**src/rtl/core/assert_macros.svh**
```systemverilog
// ----------------------------------------------------------------------------
// Assertion macros
// Concurrent assertion forms for the candidate filter merge stage.
// ----------------------------------------------------------------------------
`ifndef ASSERT_MACROS_SVH
`define ASSERT_MACROS_SVH

// Implication checked in the same cycle, disabled during reset.
`define DFKCF_ASSERT_IMP(label, clk, rst_n, ante, cons, msg) \
  label: assert property (@(posedge clk) disable iff (!rst_n) (ante) |-> (cons)) \
    else $error(msg);

// Implication checked in the cycle after the antecedent, disabled during reset.
`define DFKCF_ASSERT_NXT(label, clk, rst_n, ante, cons, msg) \
  label: assert property (@(posedge clk) disable iff (!rst_n) (ante) |=> (cons)) \
    else $error(msg);

`endif

```
**src/rtl/core/dfkcf_pkg.sv**
```systemverilog
// ----------------------------------------------------------------------------
// DES fault key candidate filter package
// Field widths, the DES S-box table and the per-lane result type.
// ----------------------------------------------------------------------------
package dfkcf_pkg;

  localparam int unsigned LANES    = 8;
  localparam int unsigned GUESSES  = 64;
  localparam int unsigned EXP_W    = 48;
  localparam int unsigned DIFF_W   = 32;
  localparam int unsigned SIX_W    = 6;
  localparam int unsigned NIB_W    = 4;
  localparam int unsigned LANE_W   = 3;

  typedef struct packed {
    logic [GUESSES-1:0] cand;
    logic               tested;
  } lane_res_t;

  localparam logic [NIB_W-1:0] SBOX_ROM [0:LANES-1][0:GUESSES-1] = '{
    '{4'd14,4'd4,4'd13,4'd1,4'd2,4'd15,4'd11,4'd8,4'd3,4'd10,4'd6,4'd12,4'd5,4'd9,4'd0,4'd7,
      4'd0,4'd15,4'd7,4'd4,4'd14,4'd2,4'd13,4'd1,4'd10,4'd6,4'd12,4'd11,4'd9,4'd5,4'd3,4'd8,
      4'd4,4'd1,4'd14,4'd8,4'd13,4'd6,4'd2,4'd11,4'd15,4'd12,4'd9,4'd7,4'd3,4'd10,4'd5,4'd0,
      4'd15,4'd12,4'd8,4'd2,4'd4,4'd9,4'd1,4'd7,4'd5,4'd11,4'd3,4'd14,4'd10,4'd0,4'd6,4'd13},
    '{4'd15,4'd1,4'd8,4'd14,4'd6,4'd11,4'd3,4'd4,4'd9,4'd7,4'd2,4'd13,4'd12,4'd0,4'd5,4'd10,
      4'd3,4'd13,4'd4,4'd7,4'd15,4'd2,4'd8,4'd14,4'd12,4'd0,4'd1,4'd10,4'd6,4'd9,4'd11,4'd5,
      4'd0,4'd14,4'd7,4'd11,4'd10,4'd4,4'd13,4'd1,4'd5,4'd8,4'd12,4'd6,4'd9,4'd3,4'd2,4'd15,
      4'd13,4'd8,4'd10,4'd1,4'd3,4'd15,4'd4,4'd2,4'd11,4'd6,4'd7,4'd12,4'd0,4'd5,4'd14,4'd9},
    '{4'd10,4'd0,4'd9,4'd14,4'd6,4'd3,4'd15,4'd5,4'd1,4'd13,4'd12,4'd7,4'd11,4'd4,4'd2,4'd8,
      4'd13,4'd7,4'd0,4'd9,4'd3,4'd4,4'd6,4'd10,4'd2,4'd8,4'd5,4'd14,4'd12,4'd11,4'd15,4'd1,
      4'd13,4'd6,4'd4,4'd9,4'd8,4'd15,4'd3,4'd0,4'd11,4'd1,4'd2,4'd12,4'd5,4'd10,4'd14,4'd7,
      4'd1,4'd10,4'd13,4'd0,4'd6,4'd9,4'd8,4'd7,4'd4,4'd15,4'd14,4'd3,4'd11,4'd5,4'd2,4'd12},
    '{4'd7,4'd13,4'd14,4'd3,4'd0,4'd6,4'd9,4'd10,4'd1,4'd2,4'd8,4'd5,4'd11,4'd12,4'd4,4'd15,
      4'd13,4'd8,4'd11,4'd5,4'd6,4'd15,4'd0,4'd3,4'd4,4'd7,4'd2,4'd12,4'd1,4'd10,4'd14,4'd9,
      4'd10,4'd6,4'd9,4'd0,4'd12,4'd11,4'd7,4'd13,4'd15,4'd1,4'd3,4'd14,4'd5,4'd2,4'd8,4'd4,
      4'd3,4'd15,4'd0,4'd6,4'd10,4'd1,4'd13,4'd8,4'd9,4'd4,4'd5,4'd11,4'd12,4'd7,4'd2,4'd14},
    '{4'd2,4'd12,4'd4,4'd1,4'd7,4'd10,4'd11,4'd6,4'd8,4'd5,4'd3,4'd15,4'd13,4'd0,4'd14,4'd9,
      4'd14,4'd11,4'd2,4'd12,4'd4,4'd7,4'd13,4'd1,4'd5,4'd0,4'd15,4'd10,4'd3,4'd9,4'd8,4'd6,
      4'd4,4'd2,4'd1,4'd11,4'd10,4'd13,4'd7,4'd8,4'd15,4'd9,4'd12,4'd5,4'd6,4'd3,4'd0,4'd14,
      4'd11,4'd8,4'd12,4'd7,4'd1,4'd14,4'd2,4'd13,4'd6,4'd15,4'd0,4'd9,4'd10,4'd4,4'd5,4'd3},
    '{4'd12,4'd1,4'd10,4'd15,4'd9,4'd2,4'd6,4'd8,4'd0,4'd13,4'd3,4'd4,4'd14,4'd7,4'd5,4'd11,
      4'd10,4'd15,4'd4,4'd2,4'd7,4'd12,4'd9,4'd5,4'd6,4'd1,4'd13,4'd14,4'd0,4'd11,4'd3,4'd8,
      4'd9,4'd14,4'd15,4'd5,4'd2,4'd8,4'd12,4'd3,4'd7,4'd0,4'd4,4'd10,4'd1,4'd13,4'd11,4'd6,
      4'd4,4'd3,4'd2,4'd12,4'd9,4'd5,4'd15,4'd10,4'd11,4'd14,4'd1,4'd7,4'd6,4'd0,4'd8,4'd13},
    '{4'd4,4'd11,4'd2,4'd14,4'd15,4'd0,4'd8,4'd13,4'd3,4'd12,4'd9,4'd7,4'd5,4'd10,4'd6,4'd1,
      4'd13,4'd0,4'd11,4'd7,4'd4,4'd9,4'd1,4'd10,4'd14,4'd3,4'd5,4'd12,4'd2,4'd15,4'd8,4'd6,
      4'd1,4'd4,4'd11,4'd13,4'd12,4'd3,4'd7,4'd14,4'd10,4'd15,4'd6,4'd8,4'd0,4'd5,4'd9,4'd2,
      4'd6,4'd11,4'd13,4'd8,4'd1,4'd4,4'd10,4'd7,4'd9,4'd5,4'd0,4'd15,4'd14,4'd2,4'd3,4'd12},
    '{4'd13,4'd2,4'd8,4'd4,4'd6,4'd15,4'd11,4'd1,4'd10,4'd9,4'd3,4'd14,4'd5,4'd0,4'd12,4'd7,
      4'd1,4'd15,4'd13,4'd8,4'd10,4'd3,4'd7,4'd4,4'd12,4'd5,4'd6,4'd11,4'd0,4'd14,4'd9,4'd2,
      4'd7,4'd11,4'd4,4'd1,4'd9,4'd12,4'd14,4'd2,4'd0,4'd6,4'd10,4'd13,4'd15,4'd3,4'd5,4'd8,
      4'd2,4'd1,4'd14,4'd7,4'd4,4'd10,4'd8,4'd13,4'd15,4'd12,4'd9,4'd0,4'd3,4'd5,4'd6,4'd11}
  };

  // Row from the outer two bits, column from the inner four.
  function automatic logic [NIB_W-1:0] sbox_lookup(input logic [LANE_W-1:0] lane,
                                                   input logic [SIX_W-1:0]  six);
    logic [SIX_W-1:0] addr;
    addr = {six[5], six[0], six[4:1]};
    return SBOX_ROM[lane][addr];
  endfunction

endpackage

```
**src/rtl/core/dfkcf_merge.sv**
```systemverilog
// ----------------------------------------------------------------------------
// DES fault key candidate filter merge stage
// Gathers the eight lane results into one item behind an output skid buffer.
// ----------------------------------------------------------------------------
`include "assert_macros.svh"

module dfkcf_merge (
  input  logic                                       clk,
  input  logic                                       rst_n,
  input  logic                                       s1_valid,
  output logic                                       s1_ready,
  input  dfkcf_pkg::lane_res_t [dfkcf_pkg::LANES-1:0] lane_res,
  output logic                                       out_valid,
  input  logic                                       out_ready,
  output dfkcf_pkg::lane_res_t [dfkcf_pkg::LANES-1:0] out_res
);

  logic                                        out_valid_r;
  logic                                        out_valid_nxt;
  logic                                        skid_valid_r;
  logic                                        skid_valid_nxt;
  dfkcf_pkg::lane_res_t [dfkcf_pkg::LANES-1:0] out_res_r;
  dfkcf_pkg::lane_res_t [dfkcf_pkg::LANES-1:0] skid_res_r;
  logic                                        push;
  logic                                        free;

  assign s1_ready = !skid_valid_r;
  assign push     = s1_valid && !skid_valid_r;
  assign free     = !out_valid_r || out_ready;

  always_comb begin
    out_valid_nxt  = out_valid_r;
    skid_valid_nxt = skid_valid_r;
    if (free) begin
      if (skid_valid_r) begin
        out_valid_nxt  = 1'b1;
        skid_valid_nxt = 1'b0;
      end else begin
        out_valid_nxt = push;
      end
    end else if (push) begin
      skid_valid_nxt = 1'b1;
    end
  end

  always_ff @(posedge clk) begin
    if (!rst_n) begin
      out_valid_r  <= 1'b0;
      skid_valid_r <= 1'b0;
    end else begin
      out_valid_r  <= out_valid_nxt;
      skid_valid_r <= skid_valid_nxt;
    end
  end

  always_ff @(posedge clk) begin
    if (free) begin
      out_res_r <= skid_valid_r ? skid_res_r : lane_res;
    end else if (push) begin
      skid_res_r <= lane_res;
    end
  end

  assign out_valid = out_valid_r;
  assign out_res   = out_res_r;

  `DFKCF_ASSERT_IMP(a_skid_behind_out, clk, rst_n, skid_valid_r, out_valid_r, "skid holds an item while output is empty")
  `DFKCF_ASSERT_IMP(a_skid_fill_on_stall, clk, rst_n, $rose(skid_valid_r), $past(out_valid_r && !out_ready), "skid filled without an output stall")
  `DFKCF_ASSERT_NXT(a_item_reaches_out, clk, rst_n, s1_valid && !out_valid_r && !skid_valid_r, out_valid_r, "lane result did not reach the output")

endmodule

```
**config.mk**
```make
export PLATFORM = sky130hd
export DESIGN_NAME = dfkcf_merge
export DESIGN_NICKNAME = d
export VERILOG_FILES = /design/src/rtl/core/dfkcf_pkg.sv /design/src/rtl/core/dfkcf_merge.sv
export VERILOG_INCLUDE_DIRS = /design/src /design/src/rtl/core
export SDC_FILE = /design/constraint.sdc
export NUM_CORES = 1
export LEC_CHECK = 0
export BUFFER_PORTS_ARGS = -buffer_cell sky130_fd_sc_hd__buf_2
export CORE_AREA = 3 3 403 405
export DETAILED_ROUTE_END_ITERATION = 8
export DIE_AREA = 0 0 406 408
export MAX_ROUTING_LAYER = met4
export PLACE_DENSITY = 0.56
export SETUP_SLACK_MARGIN = 0.1
export SLEW_MARGIN = 0
export SYNTH_ARGS = -nofsm -noshare
export SYNTH_HDL_FRONTEND = slang
export SYNTH_SLANG_ARGS = --single-unit
```
**constraint.sdc**
```tcl
create_clock -name clk -period 230.2 [get_ports clk]
set_input_delay 46.04 -clock clk [delete_from_list [all_inputs] [get_ports clk]]
set_output_delay 46.04 -clock clk [all_outputs]
set_load 0.1 [all_outputs]
```
== Word-level counts from Yosys, hierarchy flattened ==
Index checks and enable logic that the tools add are counted.

* Bits in registers: 1,042
* Logic and storage cells: 44
* Output and inout bits: 522
* Bits of input ports: 524

* Bitwise gates (word level): 2
* Muxes and demuxes: 2
* Reduce and logical (&&, ||, !) cells: 6

{| class="wikitable"
|+ Operators by type and width
! operator !! count
|-
| 520-bit 2-to-1 mux || 1
|-
| 1-bit zero test || 2
|-
| 1-bit NOT || 2
|-
| 2-bit AND reduction || 1
|-
| 2-bit OR reduction || 1
|-
| 1-bit logical AND || 1
|-
| 1-bit logical OR || 1
|-
| 1-bit 2-to-1 mux || 1
|}

== Logic depth before layout (Yosys ltp) ==
* Word-level depth: 4
* Gate-level depth with buffers: 5

== Least setup slack after synthesis ==
Ideal clock, no wire load.

* Path kind: in2reg
* From: in out_ready
* To: reg skid_res_r[0] in the netlist's numbering, enable pin
* Path buffers: 0
* Required time: 211.786 ns
* Path slack: 52.620 ns
* Arrival: 159.166 ns
* Stages on the path: 2
* Cell sequence: nand2b_1 nor3b_1

* Longest elaborated chain between the ends: 3

{| class="wikitable"
|+ Ends and longest elaborated chain
! item !! RTL line !! RTL
|-
| start: declaration || dfkcf_merge.sv:14 || <nowiki>input logic out_ready,</nowiki>
|-
| 1-bit logical OR || dfkcf_merge.sv:29 || <nowiki>assign free = !out_valid_r || out_ready;</nowiki>
|-
| 1-bit NOT (no source line) || -- ||
|-
| 2-bit AND reduction (no source line) || -- ||
|-
| end signal: assignment || dfkcf_merge.sv:60 || <nowiki>skid_res_r <= lane_res;</nowiki>
|-
| end: declaration || dfkcf_merge.sv:23 || <nowiki>dfkcf_pkg::lane_res_t [dfkcf_pkg::LANES-1:0] skid_res_r;</nowiki>
|}

Every way passes these cells.
A chain may end at the register's enable or synchronous reset.

== Final worst setup path ==
* From: in out_ready
* To: reg skid_res_r[278] in the netlist's numbering, enable pin

* Longest elaborated chain between the ends: 3

{| class="wikitable"
|+ Ends and longest elaborated chain
! item !! RTL line !! RTL
|-
| 1-bit logical OR || dfkcf_merge.sv:29 ||
|-
| named net free || dfkcf_merge.sv:25 || <nowiki>logic free;</nowiki>
|-
| 1-bit NOT (no source line) || -- ||
|-
| 2-bit AND reduction (no source line) || -- ||
|}

The timed path passes the listed nets, and every way through them passes these cells.

==> flow_summary.json <==
{
  "skew_ns": 0.0462,
  "worstSetupPathType": "in2reg",
  "cts_root_buf": "clkbuf_16",
  "setup_viol": 0,
  "status": "completed",
  "rsz0062_at_grt": "no",
  "grt_max_degree": 144,
  "synth_nets": 2150,
  "ir_worst_vdd_v": 0.00000704,
  "totalWireLength_mm": 119,
  "drv_slew": 0,
  "worstMarginPinSlew_ns": 1.08,
  "mostFrequentLayoutCell": "buf_2",
  "antenna_found_initial": 120,
  "synth_area_um2": 39600,
  "insertion_delay_ns": 0.72,
  "cts.repair.resized": 0,
  "muxShareOfSynthArea_pct": 19.2,
  "wl_per_cell_um": 23.8,
  "tns_ns": 0,
  "rows": 146,
  "crit_arrival_ns": 50.06,
  "fill_cells": 15400,
  "post-route-min-period_ns": 49.76,
  "drtPass1Iterations": 5,
  "p_per_area_nw_per_um2": 9.62,
  "critical_path_required_ns": 230.50,
  "cts_tree": "yes",
  "cts.htree.levels": 3,
  "end_kind": "register",
  "finalHoldViolCount": 0,
  "cts_sinks": 1042,
  "dp.final_hpwl_mm": 89.7,
  "drive_gt1_share_pct": 61.9,
  "start_util_pct": 25.0,
  "grt_pass1_vias": 20900,
  "synth-xor-area-share_pct": 0,
  "grt_usage_pct": 14.2,
  "start_kind": "input pin",
  "p_leak_nw": 19.6,
  "multiInputGateArea_um2": 7660,
  "synth_top_family_by_area": "multiplexers",
  "grt_overflow_total": 0,
  "antenna_left": 0,
  "synth-warning-count": 0,
  "synth_simple_gate_area_share_pct": 0.0821,
  "via_per_inst": 3.98,
  "cts_buffer_depth": 3,
  "synth_fa_ha_area_share_pct": 0,
  "synth-seq-cells": 1042,
  "avgSynthCellArea_um2": 24.4,
  "seq_area_um2": 31300,
  "setup_ws_ns": 180.44,
  "gp_congestion": 0.818,
  "place_ws_ns": 179.67,
  "vias": 20000,
  "fp.dieH_um": 408,
  "seq_area_frac_synth_pct": 78.9,
  "core_um2": 159000,
  "grt_pass1_wl_mm": 162,
  "crit_path_max_fanout": 68,
  "drtIter0Drc": 1261,
  "syn_inst": 1626,
  "hold_buffers": 0,
  "synth-compound-area-share_pct": 0.0189,
  "numCtsBuffers": 116,
  "final_cell_mix": "buf_2 (1045), edfxtp_1 (1040), mux2_4 (467)",
  "post_cts_buffers": 0,
  "hold_class": "reg2reg",
  "synth_cell_types": 14,
  "path_clk_slew_ns": 0.06,
  "drc_errors": 0,
  "pin_count": 1046,
  "nets": 3279,
  "drv_cap": 0,
  "die_w_um": 406,
  "die_area_um2": 166000,
  "slew-limit-headroom_pct": 28.1,
  "max_freq_mhz": 20.1,
  "syn2layout_area_growth_pct": 28.8,
  "timing.final.crit_share_pct": 21.6,
  "portBuffers": 1045
}
-- logic make-up (layout without fill, tap and decap cells) --
kind of cell / after synthesis / after routing
flops: 1042 / 1042
simple gates: 4 / 4
compound gates: 1 / 1
other cells: 0 / 93
mux: 520 / 520
buf+inv: 59 / 1280
-- layer usage --
metal,GRT usage (%),routed length [um],share of wire (%)
met4,3.93,3800,3.2
met2,24.0,59300,50
met3,6.90,13800,12
met5,-,0,0
met1,14.5,42200,35
-- worst paths after layout --
path,cells after the start,slack [ns],to,start
setup / recovery,7,180.44,skid_res_r[278]$_DFFE_PP_,out_ready
hold / removal,1,0.52,out_res[96]$_DFFE_PP_,skid_res_r[96]$_DFFE_PP_
setup reg to reg,6,225.32,skid_res_r[278]$_DFFE_PP_,out_valid$_SDFFE_PN0P_
hold reg to reg,1,0.52,out_res[96]$_DFFE_PP_,skid_res_r[96]$_DFFE_PP_
-- critical path, cell delays in order --
cell	delay, ns
buf_2	0.10
nand2b_4	0.36
nor3b_2	0.28
buf_4	0.69
buf_4	0.80
buf_4	0.77
buf_4	0.79
-- Yosys cell counts, drive strengths merged --
library cell | count | area (um^2)
edfxtp | 1040 | 31200
mux2 | 520 | 7610
buf | 58 | 719
dfxtp | 2 | 40.0
nor3b | 2 | 20.0
a21boi | 1 | 7.51
inv | 1 | 3.75
nand2b | 1 | 6.26
nor2 | 1 | 6.26
-- state kept, by name (all words and copies together) (netlist names) --
name	cells
skid_valid_r	1
skid_res_r	520
out_res	520
out_valid	1
-- where the power goes --
part | switching [W] | internal [W]
clock | 0.0000780 | 0.000109
sequential | 0.00000291 | 0.000220
combinational | 0.0000662 | 0.0000153
-- final cells by class --
class,count,share of cell area (%)
diodes,93,0.456
clock buffers,134,5.86
clock inverters,76,1.65
inverters,1,0.00735
multi-input cells,525,15.0
flip-flops and latches,1042,61.3
well taps,2072,5.08
repair buffers,1069,10.7
-- metrics by stage --
stage	instance area (um^2)	cells	hold WS (ns)	util [%]	total power, W
2_1_floorplan	39600	1626	0.523	-	0.000299
3_3_place_gp	47000	4709	0.529	29.6	0.000309
3_5_place_dp	47000	4709	0.532	29.6	0.000309
4_1_cts	50800	4919	0.523	32.0	0.000499
5_1_grt	51000	4997	0.531	32.1	0.000508
6_report	51000	5012	0.516	32.2	0.000491
Power figures use the tool's default switching activity.
